File: src/design/mh2_pkg.sv
// shared constants, types and helpers for the murmurhash2 stream unit
// no dependencies; compile first
package mh2_pkg;

  localparam int unsigned WordW  = 32;
  localparam int unsigned CountW = 3;

  localparam logic [WordW-1:0] MixMul = 32'h5bd1e995;

  localparam int unsigned MixShift  = 24;
  localparam int unsigned FinShiftA = 13;
  localparam int unsigned FinShiftB = 15;

  // commands from the controller to the datapath
  typedef struct packed {
    logic load;   // accept an item, fold it into the running hash
    logic mix;    // second half of a full-word mix
    logic fin_a;  // xor-shift 13 and multiply
    logic fin_b;  // xor-shift 15 into the output register
  } mh2_cmd_t;

  // status from the datapath to the controller
  typedef struct packed {
    logic item_full;  // offered item carries a full word
    logic item_last;  // offered item ends the string
    logic last_q;     // item in flight ends the string
  } mh2_status_t;

  // keeps the low byte_count bytes of a short tail word
  function automatic logic [WordW-1:0] tail_mask(input logic [CountW-1:0] count);
    logic [WordW-1:0] mask;
    case (count)
      3'd1: mask = 32'h0000_00ff;
      3'd2: mask = 32'h0000_ffff;
      3'd3: mask = 32'h00ff_ffff;
      default: mask = '0;
    endcase
    return mask;
  endfunction

endpackage

File: src/design/mh2_if.sv
// valid/ready channel interfaces for the murmurhash2 stream unit
// depends on mh2_pkg
interface mh2_item_if;
  logic                          valid;
  logic                          ready;
  logic [mh2_pkg::WordW-1:0]     data_word;
  logic [mh2_pkg::CountW-1:0]    byte_count;
  logic [mh2_pkg::WordW-1:0]     total_length;
  logic                          last_item;

  modport source (
    output valid, data_word, byte_count, total_length, last_item,
    input  ready
  );
  modport sink (
    input  valid, data_word, byte_count, total_length, last_item,
    output ready
  );
endinterface

interface mh2_hash_if;
  logic                      valid;
  logic                      ready;
  logic [mh2_pkg::WordW-1:0] hash_value;

  modport source (
    output valid, hash_value,
    input  ready
  );
  modport sink (
    input  valid, hash_value,
    output ready
  );
endinterface

File: src/design/mh2_datapath.sv
// hash datapath: running hash, word mixing, tail folding and finalization
// depends on mh2_pkg
module mh2_datapath (
  input  logic                       clk_i,
  input  logic                       rst_ni,
  input  mh2_pkg::mh2_cmd_t          cmd_i,
  output mh2_pkg::mh2_status_t       status_o,
  input  logic [mh2_pkg::WordW-1:0]  data_word_i,
  input  logic [mh2_pkg::CountW-1:0] byte_count_i,
  input  logic [mh2_pkg::WordW-1:0]  total_length_i,
  input  logic                       last_item_i,
  output logic [mh2_pkg::WordW-1:0]  hash_value_o
);

  logic                      mid_q;
  logic                      last_q;
  logic [mh2_pkg::WordW-1:0] h_q;
  logic [mh2_pkg::WordW-1:0] k_q;
  logic [mh2_pkg::WordW-1:0] hash_q;

  logic                      item_full;
  logic [mh2_pkg::WordW-1:0] start;
  logic [mh2_pkg::WordW-1:0] h_op;
  logic [mh2_pkg::WordW-1:0] h_prod;
  logic [mh2_pkg::WordW-1:0] k_prod;

  // counts 4 to 7 count as a full word
  assign item_full = byte_count_i[mh2_pkg::CountW-1];

  // a new string seeds the hash with its length
  assign start = mid_q ? h_q : total_length_i;

  always_comb begin
    if (cmd_i.load) begin
      h_op = item_full ? start
                       : (start ^ (data_word_i & mh2_pkg::tail_mask(byte_count_i)));
    end else if (cmd_i.mix) begin
      h_op = k_q ^ (k_q >> mh2_pkg::MixShift);
    end else begin
      h_op = h_q ^ (h_q >> mh2_pkg::FinShiftA);
    end
  end

  // products keep the low 32 bits
  assign h_prod = h_op * mh2_pkg::MixMul;
  assign k_prod = data_word_i * mh2_pkg::MixMul;

  always_ff @(posedge clk_i or negedge rst_ni) begin
    if (!rst_ni) begin
      mid_q <= 1'b0;
    end else if (cmd_i.load) begin
      mid_q <= !last_item_i;
    end
  end

  always_ff @(posedge clk_i) begin
    if (cmd_i.load) begin
      k_q    <= k_prod;
      last_q <= last_item_i;
      if (byte_count_i == '0) begin
        h_q <= start;
      end else begin
        // full word: h*M now, k mixed in next cycle; tail: (h^tail)*M
        h_q <= h_prod;
      end
    end else if (cmd_i.mix) begin
      h_q <= h_q ^ h_prod;
    end else if (cmd_i.fin_a) begin
      h_q <= h_prod;
    end
    if (cmd_i.fin_b) begin
      hash_q <= h_q ^ (h_q >> mh2_pkg::FinShiftB);
    end
  end

  assign status_o.item_full = item_full;
  assign status_o.item_last = last_item_i;
  assign status_o.last_q    = last_q;
  assign hash_value_o       = hash_q;

endmodule

File: src/design/mh2_ctrl.sv
// controller: sequences item intake, word mixing, finalization and output
// depends on mh2_pkg
module mh2_ctrl (
  input  logic                 clk_i,
  input  logic                 rst_ni,
  input  mh2_pkg::mh2_status_t status_i,
  output mh2_pkg::mh2_cmd_t    cmd_o,
  input  logic                 in_valid_i,
  output logic                 in_ready_o,
  output logic                 out_valid_o,
  input  logic                 out_ready_i
);

  typedef enum logic [1:0] {
    StIdle,
    StMix,
    StFinA,
    StFinB
  } state_e;

  state_e state_q;
  logic   out_valid_q;

  assign in_ready_o  = (state_q == StIdle);
  assign cmd_o.load  = in_valid_i && in_ready_o;
  assign cmd_o.mix   = (state_q == StMix);
  assign cmd_o.fin_a = (state_q == StFinA);
  // output register frees up when its transaction completes
  assign cmd_o.fin_b = (state_q == StFinB) && (!out_valid_q || out_ready_i);
  assign out_valid_o = out_valid_q;

  always_ff @(posedge clk_i or negedge rst_ni) begin
    if (!rst_ni) begin
      state_q     <= StIdle;
      out_valid_q <= 1'b0;
    end else begin
      case (state_q)
        StIdle: begin
          if (cmd_o.load) begin
            if (status_i.item_full) begin
              state_q <= StMix;
            end else if (status_i.item_last) begin
              state_q <= StFinA;
            end
          end
        end
        StMix: begin
          state_q <= status_i.last_q ? StFinA : StIdle;
        end
        StFinA: begin
          state_q <= StFinB;
        end
        StFinB: begin
          if (cmd_o.fin_b) begin
            state_q <= StIdle;
          end
        end
        default: begin
          state_q <= StIdle;
        end
      endcase

      if (cmd_o.fin_b) begin
        out_valid_q <= 1'b1;
      end else if (out_ready_i) begin
        out_valid_q <= 1'b0;
      end
    end
  end

endmodule

File: src/design/murmurhash2_32_stream_unit.sv
// top level of the murmurhash2 stream unit: controller plus datapath
// depends on mh2_pkg, mh2_if, mh2_ctrl and mh2_datapath
//
// Computes the 32-bit MurmurHash2 (seed zero) of a byte string that arrives as
// little-endian 32-bit words; the first item of a string seeds the hash with
// total_length and the item marked last produces one hash transaction. A full
// word passes an intake step and then a mix step (set by the two dependent
// constant multiplies on k), a tail or empty word needs only the intake step,
// and a last item then adds the finalization steps fin_a (on the shared
// multiplier) and fin_b before the result enters the output register. A new
// item is taken while a finished hash still waits in the output register;
// finalization of the next string waits until that register is free.
module murmurhash2_32_stream_unit (
  input  logic clk_i,
  input  logic rst_ni,
  mh2_item_if.sink   item_i,
  mh2_hash_if.source hash_o
);

  mh2_pkg::mh2_cmd_t    cmd;
  mh2_pkg::mh2_status_t status;

  mh2_ctrl u_ctrl (
    .clk_i       (clk_i),
    .rst_ni      (rst_ni),
    .status_i    (status),
    .cmd_o       (cmd),
    .in_valid_i  (item_i.valid),
    .in_ready_o  (item_i.ready),
    .out_valid_o (hash_o.valid),
    .out_ready_i (hash_o.ready)
  );

  mh2_datapath u_datapath (
    .clk_i          (clk_i),
    .rst_ni         (rst_ni),
    .cmd_i          (cmd),
    .status_o       (status),
    .data_word_i    (item_i.data_word),
    .byte_count_i   (item_i.byte_count),
    .total_length_i (item_i.total_length),
    .last_item_i    (item_i.last_item),
    .hash_value_o   (hash_o.hash_value)
  );

`ifndef SYNTH
  // a short last item goes straight into finalization
  assert property (@(posedge clk_i) disable iff (!rst_ni)
    (item_i.valid && item_i.ready && item_i.last_item && !item_i.byte_count[2])
    |=> !item_i.ready)
    else $error("short last item did not start finalization");

  // a short item mid-string completes in its intake cycle
  assert property (@(posedge clk_i) disable iff (!rst_ni)
    (item_i.valid && item_i.ready && !item_i.last_item && !item_i.byte_count[2])
    |=> item_i.ready)
    else $error("short item mid-string stalled the input");

  // a full word always takes a mix step after its intake
  assert property (@(posedge clk_i) disable iff (!rst_ni)
    (item_i.valid && item_i.ready && item_i.byte_count[2])
    |=> !item_i.ready)
    else $error("full word accepted without a mix cycle");

  // a new hash only appears out of the busy finalization step
  assert property (@(posedge clk_i) disable iff (!rst_ni)
    $rose(hash_o.valid) |-> $past(!item_i.ready))
    else $error("hash transaction raised while input side was idle");
`endif

endmodule
File: src/flat_wrapper.sv
// flat-port wrapper written by rule: the top's interface ports become plain ports
module murmurhash2_32_stream_unit_flat 
  (clk_i, rst_ni, item_i_valid, item_i_data_word, item_i_byte_count, item_i_total_length, item_i_last_item, item_i_ready, hash_o_valid, hash_o_hash_value, hash_o_ready);
  mh2_item_if item_i_i ();
  mh2_hash_if hash_o_i ();
  input  logic clk_i;
  input  logic rst_ni;
  input wire logic [$bits(item_i_i.valid)-1:0] item_i_valid;
  input wire logic [$bits(item_i_i.data_word)-1:0] item_i_data_word;
  input wire logic [$bits(item_i_i.byte_count)-1:0] item_i_byte_count;
  input wire logic [$bits(item_i_i.total_length)-1:0] item_i_total_length;
  input wire logic [$bits(item_i_i.last_item)-1:0] item_i_last_item;
  output wire logic [$bits(item_i_i.ready)-1:0] item_i_ready;
  output wire logic [$bits(hash_o_i.valid)-1:0] hash_o_valid;
  output wire logic [$bits(hash_o_i.hash_value)-1:0] hash_o_hash_value;
  input wire logic [$bits(hash_o_i.ready)-1:0] hash_o_ready;
  assign item_i_i.valid = item_i_valid;
  assign item_i_i.data_word = item_i_data_word;
  assign item_i_i.byte_count = item_i_byte_count;
  assign item_i_i.total_length = item_i_total_length;
  assign item_i_i.last_item = item_i_last_item;
  assign item_i_ready = item_i_i.ready;
  assign hash_o_valid = hash_o_i.valid;
  assign hash_o_hash_value = hash_o_i.hash_value;
  assign hash_o_i.ready = hash_o_ready;
  murmurhash2_32_stream_unit u_core (.clk_i(clk_i), .rst_ni(rst_ni), .item_i(item_i_i), .hash_o(hash_o_i));
endmodule
File: config.mk
export PLATFORM = sky130hd
export DESIGN_NAME = murmurhash2_32_stream_unit_flat
export DESIGN_NICKNAME = d
export VERILOG_FILES = /design/src/design/mh2_pkg.sv /design/src/design/mh2_if.sv /design/src/design/mh2_datapath.sv /design/src/design/mh2_ctrl.sv /design/src/design/murmurhash2_32_stream_unit.sv /design/src/flat_wrapper.sv
export SDC_FILE = /design/constraint.sdc
export NUM_CORES = 1
export LEC_CHECK = 0
export BUFFER_PORTS_ARGS = -buffer_cell sky130_fd_sc_hd__clkbuf_2
export CORE_MARGIN = 2
export CORE_UTILIZATION = 60
export CTS_BUF_LIST = sky130_fd_sc_hd__clkbuf_4 sky130_fd_sc_hd__clkbuf_8
export CTS_CLUSTER_SIZE = 28
export DETAILED_ROUTE_END_ITERATION = 6
export GPL_ROUTABILITY_DRIVEN = 1
export GPL_TIMING_DRIVEN = 0
export PLACE_DENSITY = 0.81
export SLEW_MARGIN = 20
export SYNTH_ARGS = -nofsm -noshare
export SYNTH_HDL_FRONTEND = slang
export SYNTH_HIERARCHICAL = 1
export SYNTH_SLANG_ARGS = --single-unit
export TNS_END_PERCENT = 100
File: constraint.sdc
create_clock -name clk_i -period 8.3 [get_ports clk_i]
set_clock_uncertainty 0.15 [all_clocks]
set_input_delay 1.66 -clock clk_i [delete_from_list [all_inputs] [get_ports clk_i]]
set_output_delay 1.66 -clock clk_i [all_outputs]
set_load 0.05 [all_outputs]
==> impl_results.md, run 1 <==
- Clock Sinks: 101
- Worst reg-to-reg path cell count: 37
- Die area: a little over 0.04 mm²
- Yosys Warn Count: 6
- Failing checks: DRC, setup timing
- Vias in the first global route: between 15,000 and 20,000
- Worst-margin pin slew: about 1200 ps
- CP Capture Type: register
- GPL Wtd Cong: ~1
- Detail Route Antenna Nets: 0
- I/O Pins: between 100 and 150
- Clk root buf: clkbuf_8
- Final hold vios: 0
- Synth Cell Area: between 0.02 and 0.025 mm²
- Synth-to-layout area growth: 15.5%
- Syn nets: ~3,300
- Drt via density: between 5 and 6
- First-pass DRT Iterations: 7
- Max-cap violations: 0
- CP required: between 8000 and 9000 ps
- Most frequent cells in the layout: inv_1 (653), ha_1 (391), fa_1 (351), xnor2_1 (124), clkbuf_2 (104)
- Core ar.: 0.0387 mm²
- R2R Path End: u_core/u_datapath/h_q[28]
- Die X: a little over 200 µm
- Final #Nets: between 3,000 and 4,000
- FF+latch count, synth: just over 100
- Share of layout cells above drive strength 1: 0.165
- Status: complete, but fails checks
- Flop-to-flop setup slack: -500 ps
- Cts hold-fix bufs: 0
- IO buf count: approximately 100
- Critical-path cell with the highest stage delay: fa_1
- Worst setup margin: -764 ps
- Ys flop type: edfxtp_1
- Hold crit path type: reg2reg
- WL/cell: between 20 and 25 µm
- Detailed-route via count: around 19,000
- TritonCTS buffer count: 9
- Die Span Y: about 200 µm
- First-pass GRT wire length: ~110,000 µm
- Final setup violation count: 16
- DRT iter0 DRCs: between 1,500 and 2,000
- Placed cell area: 0.0250 mm²
- WHS Path Cells: 0
- CTS tree: yes
- Initial antenna violation count: 2
- Clock transition at path regs: between 100 and 150 ps
- Kind of critical path: in2reg
- Fmax: roughly 110 MHz
- Final Cell Area: 0.0272 mm²
- Largest net degree at the start of global routing: 34
- Std-Cell Rows: 72
- Final Cycle Share: 1.09
- Crit-path max FO: 6
- Initial Util: 0.609
- Critical Path AT: 9070 ps
- Commonest non-fill, non-tap cell in the layout: inv_1
- Post-Synthesis Cells: ~2,400
- CP max stage delay: approximately 560 ps
- Fin. max-slew vios: 0
- Dpl hpwl: between 50,000 and 60,000 µm
- Max_slew headroom: 0.215
- H-tree levels: 3
- Total GRT Usage: 0.352
- GRT overflow: 0
- Cell variety after synth: between 60 and 70
- Hold endpoint: u_core/u_datapath/hash_value_o[17]
- Sequential element share of the synthesized area: 0.128
- CTS max path bufs: 2
- Skew-Pair Late Insertion Delay: a little over 400 ps
- Post-synth EDFFs: slightly below 100
- Startpoint Class: input pin
- Hold path start: u_core/u_datapath/h_q[17]
- Detailed Route WL: 74,600 µm
- Worst reg2reg path startpoint: u_core/u_ctrl/state_q[0]
- CP most frequent cell: fa_1
- Mean Syn Cell Area: approximately 9.7 µm²
- RSZ-0062 raised after global routing: yes
- # DRC: 2
- Final min period: 9060 ps
- Share of flip-flops with an asynchronous set or reset: 0.0396
==> layer usage <==
metal / share of wire / track usage / vias to the layer above
met5: 0.00011 / 0 / -
met3: 0.099 / 0.0645 / 400
met1: 0.35 / 0.427 / 9100
met2: 0.46 / 0.590 / 1090
li1: - / - / 8028
met4: 0.087 / 0.202 / 2
==> critical path, delay by kind of cell <==
family / cells / cell delay (ps)
adder cells (fa/ha/maj): 9 / 3760
AO/OA/AOI/OAI: 8 / 1160
buffers and inverters: 13 / 1540
XOR/XNOR: 1 / 120
AND/OR/NAND/NOR: 3 / 780
==> synthesized netlist by cell type, types with 18 or more instances <==
cell type  instances  area, µm²
and3_1            18        113
a21o_1            18        135
nor2b_1           19        119
nand2_1           74        278
edfxtp_1          97       2910
xnor2_1          136       1190
clkbuf_1          34        128
a21oi_1          101        505
fa_1             354       7090
xor2_1            75        657
ha_1             420       5260
o21ai_0           80        400
inv_1            682       2560
nor2_1            78        293
mux2i_1           39        390
==> cells by family (layout without fill, tap and decap cells) <==
logic type	count (synthesis)	in the layout	synth area share
adder cells (fa/ha/maj)	776	776	0.524
buffers and inverters	732	949	0.118
AO/OA/AOI/OAI	289	289	0.0742
AND/OR/NAND/NOR	274	275	0.0565
XOR/XNOR	213	213	0.0800
flip-flops	101	101	0.128
multiplexers	45	45	0.0195
other	0	1	0
==> metrics by stage <==
step	hold slack, ps	cells	util	TNS, ps	setup slack (ps)
floorplan	274	2430	-	-4180	-500
CTS	319	3141	0.682	-3560	-490
finish	321	3167	0.703	-7660	-764
detailed placement	290	3054	0.646	-32670	-2110
global route	335	3166	0.703	-9630	-888
global placement	280	3052	0.645	-29950	-2220
==> sequential cells by signal (all words and copies together) (netlist names) <==
name                            count
u_core/u_ctrl/state_q               2
u_core/u_datapath/k_q              32
u_core/u_datapath/hash_value_o     32
u_core/u_datapath/mid_q             1
u_core/u_datapath/h_q              32
u_core/u_ctrl/out_valid_o           1
u_core/u_datapath/last_q            1
==> worst max path at each step <==
stage	from	to	slack (ps)	depth (start not counted)
2_1_floorplan	item_i_valid	u_core/u_datapath/h_q[30]	-500	30
3_3_place_gp	u_core/u_ctrl/state_q[0]	u_core/u_datapath/h_q[30]	-2220	30
3_5_place_dp	item_i_valid	u_core/u_datapath/h_q[27]	-2110	32
4_1_cts	item_i_valid	u_core/u_datapath/h_q[29]	-490	33
5_1_grt	item_i_valid	u_core/u_datapath/h_q[25]	-890	34
6_report	item_i_valid	u_core/u_datapath/h_q[25]	-760	34
==> layout make-up <==
cell class / instances / area (µm²)
Fill cell: 2687 / 11500
Timing Repair Buffer: 203 / 1460
Clock buffer: 9 / 124
Sequential cell: 101 / 3010
Multi-Input combinational cell: 1598 / 18900
Tap cell: 518 / 648
Antenna cell: 1 / 2.50
Clock inverter: 7 / 56.3
Inverter: 683 / 2600
Buffer: 47 / 394
==> repair_timing <==
action | in CTS | in global routing
cloned | 2 | 0
pin swaps | 72 | 78
endpoints found under the hold margin | 0 | 0
gates resized for setup | 137 | 145
setup endpoints to repair | 19 | 18
buffers inserted | 73 | 27
Power of run 1 is not shown: default switching activity piles up to over one toggle a cycle in this logic, so the estimate is an artifact.
==> run 2: changes to the inputs <==
--- a/config.mk
+++ b/config.mk
@@ -5,15 +5,15 @@
 export SDC_FILE = /design/constraint.sdc
 export NUM_CORES = 1
 export LEC_CHECK = 0
-export BUFFER_PORTS_ARGS = -buffer_cell sky130_fd_sc_hd__clkbuf_2
 export CORE_MARGIN = 2
 export CORE_UTILIZATION = 60
 export CTS_BUF_LIST = sky130_fd_sc_hd__clkbuf_4 sky130_fd_sc_hd__clkbuf_8
 export CTS_CLUSTER_SIZE = 28
 export DETAILED_ROUTE_END_ITERATION = 6
+export DONT_BUFFER_PORTS = 1
 export GPL_ROUTABILITY_DRIVEN = 1
 export GPL_TIMING_DRIVEN = 0
-export PLACE_DENSITY = 0.81
+export PLACE_DENSITY = 0.79
 export SLEW_MARGIN = 20
 export SYNTH_ARGS = -nofsm -noshare
 export SYNTH_HDL_FRONTEND = slang
==> run 2 against run 1 <==
  * The run ends with setup timing left
  * Core utilization down 2.1 points
  * Setup slack better by 250 ps
  * Sequential share of layout area up 0.35 points
  * Worst hold slack better by 3.9 ps
  * Fmax up 2.9%
  * Flip-flop and latch count unchanged
  * Count of clock-buffer cells in the layout unchanged
  * Final cell count down 3.4%
  * Routed wire length down 1.5%
  * Highest routed layer unchanged
==> impl_results.md, run 2 (synthesis gave the netlist of run 1 again) <==
- Initial antenna violation count: 1 (-1)
- Worst reg-to-reg path cell count: 30 (-19%)
- Routed wl met3: 6890 µm (-6.4%)
- Detailed Route WL: 73,500 µm (-1.5%)
- CP required: 8280 ps (-20 ps)
- Crit-path max FO: 10 (+4)
- Vias in the first global route: 19,500 (-0.81%)
- Hold path start: u_core/u_datapath/h_q[18]
- Final min period: 8810 ps (-253 ps)
- Final setup violation count: 11 (-5)
- # DRC: 0 (-2)
- Clock Sinks: 101 (unchanged)
- Total GRT Usage: 0.353 (+0.00149)
- Die X: 202 µm (unchanged)
- Levels on crit path: 29 (-15%)
- Std-Cell Rows: 72 (unchanged)
- Share of layout cells above drive strength 1: 0.116 (-0.0497)
- Detail Route Antenna Nets: 0 (unchanged)
- Worst-margin pin slew: 1030 ps (-130 ps)
- TritonCTS buffer count: 9 (unchanged)
- Detailed-route via count: 18,300 (-2.0%)
- Final hold slack: 325 ps (+3.93 ps)
- Final Cycle Share: 1.06 (-0.0305)
- Final cell count without fillers: 3,060 (-3.4%)
- Placed cell area: 0.0245 mm² (-2.1%)
- CP max stage delay: 780 ps (+220 ps)
- Clock transition at path regs: 110 ps (about the same)
- CTS tree: yes
- H-tree levels: 3 (unchanged)
- Wl on met1: 26,200 µm (-0.79%)
- Hold endpoint: u_core/u_datapath/hash_value_o[18]
- GPL Wtd Cong: 1.01 (-1.5%)
- Dpl hpwl: 55,800 µm (+0.18%)
- Die Span Y: 202 µm (unchanged)
- Critical Path AT: 8790 ps (-280 ps)
- # fillers: 2,773 (+3.2%)
- Critical-path cell with the highest stage delay: o21ai_1
- CP bufs+invs: 10 (-3)
- Crit path from: item_i_valid
- CTS max path bufs: 2 (unchanged)
- Clk root buf: clkbuf_8
- Commonest non-fill, non-tap cell in the layout: inv_1
- First-pass DRT Iterations: 7 (unchanged)
- Routed wl met2: 34,300 µm (about the same)
- Hold crit path type: reg2reg
- Worst reg2reg path startpoint: u_core/u_ctrl/state_q[1]
- CP most frequent cell: fa_1
- RSZ-0062 raised after global routing: yes
- IO buf count: 0 (-100%)
- Drt via density: 5.96 (+1.4%)
- First-pass GRT wire length: 108,000 µm (+0.22%)
- Kind of critical path: in2reg
- WHS Path Cells: 0 (unchanged)
- Final Cell Area: 0.0264 mm² (-3.0%)
- CP top delay family: adder cells
- Largest net degree at the start of global routing: 34 (unchanged)
- WL/cell: 24.0 µm (+2.0%)
- Fin. max-slew vios: 0 (unchanged)
- Skew-Pair Late Insertion Delay: 400 ps (about the same)
- Most frequent cells in the layout: inv_1 (667), ha_1 (397), fa_1 (353), xnor2_1 (125), edfxtp_1 (97)
- Failing checks: setup timing
- R2R Path End: u_core/u_datapath/h_q[31]
- Initial Util: 0.609 (unchanged)
- Top layer in use: met5
- I/O Pins: 106 (unchanged)
- Die area: 0.0409 mm² (unchanged)
- Max_slew headroom: 0.303 (+0.0878)
- Fmax: 113 MHz (+2.9%)
- Total Neg Setup Slack: -4080 ps (+3590 ps)
- Synth-to-layout area growth: 12.0%
- CP Capture Type: register
- Final hold vios: 0 (unchanged)
- Max-cap violations: 0 (unchanged)
- Cell count after placement: 2,949 (-3.4%)
- Core ar.: 0.0387 mm² (unchanged)
- Status: complete, but fails checks
- DRT iter0 DRCs: 1,950 (+16%)
- Flop-to-flop setup slack: -460 ps (+40 ps)
- GRT overflow: 0 (unchanged)
- Startpoint Class: input pin
- Worst setup margin: -511 ps (+253 ps)
- Final #Nets: 3,382 (-3.1%)
[run 2: metal layers]
layer | GRT usage | up-vias
met3 | 0.0682 | 388
met5 | 0 | -
met2 | 0.585 | 1107
met1 | 0.422 | 8948
li1 | - | 7806
met4 | 0.229 | 2
[run 2: area by class of cell]
cell class                 count  area, µm²  area share
clock inverter                 6       96.3     0.00365
antenna                        2       5.00    0.000189
tap                          518        648      0.0245
clock buffer                   9        124     0.00469
inverter                     683       2590      0.0981
timing repair buffer          96        851      0.0322
buffer                        47        390      0.0148
sequential                   101       3010       0.114
multi-input combinational   1598      18700       0.708
[run 2: worst reg2reg max path: cells and delay by family (launching register included)]
| kind | cells | cell delay (ps) |
|---|---|---|
| and+or+nand+nor | 2 | 890 |
| DFF | 1 | 480 |
| muxes | 1 | 230 |
| xor gates and xnor gates | 1 | 220 |
| adders and majority gates | 8 | 3310 |
| AOI/OAI and AO/OA | 8 | 1900 |
| buffers and inverters | 10 | 1330 |
[run 2: how the worst max path moves through the flow]
stage                                     end  slack [ps]
floorplan           u_core/u_datapath/h_q[30]        -500
global placement    u_core/u_datapath/h_q[30]       -2040
detailed placement  u_core/u_datapath/h_q[27]       -1910
CTS                 u_core/u_datapath/h_q[29]        -390
global route        u_core/u_datapath/h_q[29]        -700
finish              u_core/u_datapath/h_q[31]        -510
[run 2: stage by stage]
step,util,setup slack (ps)
final,0.682,-511
after floorplan,-,-500
after detailed placement,0.632,-1910
after CTS,0.668,-386
after global placement,0.632,-2040
after global routing,0.682,-703
[run 2: repair_timing]
| item | in CTS | in global routing |
|---|---|---|
| setup buffers | 70 | 25 |
| pin swaps | 55 | 48 |
| resized for setup | 130 | 79 |
| endpoints found under the hold margin | 0 | 0 |
| setup endpoints to repair | 20 | 16 |
| gates cloned | 1 | 0 |
| hold buffers | 0 | 0 |
Power of run 2 is left out for the same reason.
==> run 3: changes to the inputs <==
--- a/config.mk
+++ b/config.mk
@@ -13,7 +13,7 @@
 export DONT_BUFFER_PORTS = 1
 export GPL_ROUTABILITY_DRIVEN = 1
 export GPL_TIMING_DRIVEN = 0
-export PLACE_DENSITY = 0.79
+export PLACE_DENSITY = 0.76
 export SLEW_MARGIN = 20
 export SYNTH_ARGS = -nofsm -noshare
 export SYNTH_HDL_FRONTEND = slang
==> constraint.sdc (replaced) <==
create_clock -name clk_i -period 11.2 [get_ports clk_i]
set_clock_uncertainty 0.15 [all_clocks]
set_input_delay 2.24 -clock clk_i [delete_from_list [all_inputs] [get_ports clk_i]]
set_output_delay 2.24 -clock clk_i [all_outputs]
set_load 0.05 [all_outputs]
==> run 3 against run 2 <==
  * The flow now finishes without violations
  * Sequential share of layout area grew 0.84 points
  * Die area did not move
  * Worst hold slack got worse by 17 ps
  * Count of clock-buffer cells in the layout unchanged
  * Flip-flop and latch count unchanged
  * First-iteration DRC count fell by 28%
  * Critical path depth unchanged
  * Critical path type unchanged
  * Critical endpoint unchanged
==> impl_results.md, run 3 (synthesis gave the netlist of run 1 again) <==
- Status: finished clean
- Total GRT Usage: 0.336 (-0.0172)
- RSZ-0062 raised after global routing: no
- Max_slew headroom: 0.212 (-0.0905)
- Crit path from: item_i_byte_count[1]
- TritonCTS buffer count: 9 (unchanged)
- Final min period: ~11,000 ps
- Detailed-route via count: 17,000 (-6.9%)
- Cts hold-fix bufs: 0 (unchanged)
- Final cell count without fillers: 2,976 (-2.7%)
- Max-cap violations: 0 (unchanged)
- Synth-to-layout area growth: 4.27%
- Startpoint Class: input pin
- Detailed Route WL: 66,400 µm (-9.6%)
- IO buf count: 0 (unchanged)
- CP top delay family: adder cells
- Cell count after placement: 2,954 (+0.17%)
- WL/cell: 22.3 µm (-7.1%)
- Clk root buf: clkbuf_8
- Critical-path cell with the highest stage delay: a21oi_1
- Most frequent cells in the layout: inv_1 (677), ha_1 (420), fa_1 (354), xnor2_1 (136), a21oi_1 (100)
- I/O Pins: 106 (unchanged)
- CP max stage delay: 920 ps (+140 ps)
- CTS tree: yes
- GPL Wtd Cong: 0.985 (-2.9%)
- CP Capture Type: register
- Hold path start: u_core/u_datapath/h_q[18]
- CTS max path bufs: 2 (unchanged)
- GRT overflow: 0 (unchanged)
- Final Cycle Share: 0.953
- Fmax: 93.7 MHz
- Dpl hpwl: 55,500 µm (-0.57%)
- # fillers: 3,118 (+12%)
- Final #Nets: 3,295 (-2.6%)
- Core ar.: 0.0387 mm² (unchanged)
- Std-Cell Rows: 72 (unchanged)
- Die Span Y: 202 µm (unchanged)
- Hold crit path type: reg2reg
- DRT iter0 DRCs: 1,408 (-28%)
- H-tree levels: 3 (unchanged)
- Skew-Pair Late Insertion Delay: 400 ps (about the same)
- First-pass DRT Iterations: 5 (-2)
- Fin. max-slew vios: 0 (unchanged)
- First-pass GRT wire length: 103,000 µm (-5.1%)
- Largest net degree at the start of global routing: 44 (+29%)
- Worst-margin pin slew: 1180 ps (+147 ps)
- Clock transition at path regs: 100 ps (about the same)
- Kind of critical path: in2reg
- Die area: 0.0409 mm² (unchanged)
- Crit-path max FO: 10 (unchanged)
- Commonest non-fill, non-tap cell in the layout: inv_1
- Initial antenna violation count: 4 (+3)
- Drt via density: 5.71 (-4.3%)
- Worst reg2reg path startpoint: u_core/u_ctrl/state_q[0]
- Final setup violation count: 0 (-11)
- Vias in the first global route: 18,200 (-6.6%)
- Clock Sinks: 101 (unchanged)
- Critical Path AT: 10,650 ps (+1860 ps)
- # DRC: 0 (unchanged)
- Share of layout cells above drive strength 1: 0.0346 (-0.0811)
- Detail Route Antenna Nets: 0 (unchanged)
- Initial Util: 0.609 (unchanged)
- CP required: 11,180 ps (+2900 ps)
- Final hold vios: 0 (unchanged)
- Die X: 202 µm (unchanged)
- CP bufs+invs: 7 (-3)
## run 3: cell types whose count changed in the layout (fill, tap and decap cells not counted), moves of 14 or more
| cell | change |
|---|---|
| buf_6 | -16 |
| o21ai_0 | +21 |
| ha_1 | +23 |
| clkbuf_1 | +14 |
| buf_4 | -69 |
| ha_4 | -16 |
## run 3: final cells by class
cell class | instances | area, µm² | share of cell area
antenna | 4 | 10.0 | 0.000407
clock inverter | 7 | 57.6 | 0.00234
buffer | 47 | 221 | 0.00900
sequential | 101 | 3010 | 0.122
tap | 518 | 648 | 0.0263
multi-input combinational | 1597 | 17800 | 0.725
inverter | 683 | 2580 | 0.105
timing repair buffer | 10 | 119 | 0.00483
clock buffer | 9 | 124 | 0.00503
## run 3: final timing paths
| check | to | slack, ps | cells after the start |
|---|---|---|---|
| worst max-delay path | u_core/u_datapath/h_q[31] | 530 | 29 |
| worst min-delay path | u_core/u_datapath/hash_value_o[18] | 310 | 0 |
| worst max register to register | u_core/u_datapath/h_q[31] | 830 | 29 |
| worst min register to register | u_core/u_datapath/hash_value_o[18] | 310 | 0 |
| max in group asynchronous | u_core/u_ctrl/state_q[0] | 9470 | 0 |
| min in group asynchronous | u_core/u_ctrl/out_valid_o | 1370 | 0 |
## run 3: what timing repair did
item,4_1_cts,5_1_grt
buffers inserted,0,4
resized for setup,5,6
setup endpoints to repair,13,9
## run 3: per-layer routing
layer  up-vias  part of all wire  global-route usage
met5         -           0.00012                   0
met4         2             0.056               0.161
met3       188             0.080              0.0605
met2       769              0.46               0.553
met1      8378              0.40               0.431
li1       7648                 -                   -
## run 3: through the flow
stage / hold WS (ps) / util / worst slack (ps) / setup TNS [ps] / instance area (µm²)
after floorplan: 274 / - / 397 / 0 / 23600
after global placement: 280 / 0.626 / -2080 / -24630 / 24200
after detailed placement: 281 / 0.629 / -1210 / -11690 / 24400
after CTS: 305 / 0.634 / 62.5 / 0 / 24600
after global routing: 327 / 0.635 / 102 / 0 / 24600
final: 309 / 0.635 / 526 / 0 / 24600
Power of run 3 is left out for the same reason.
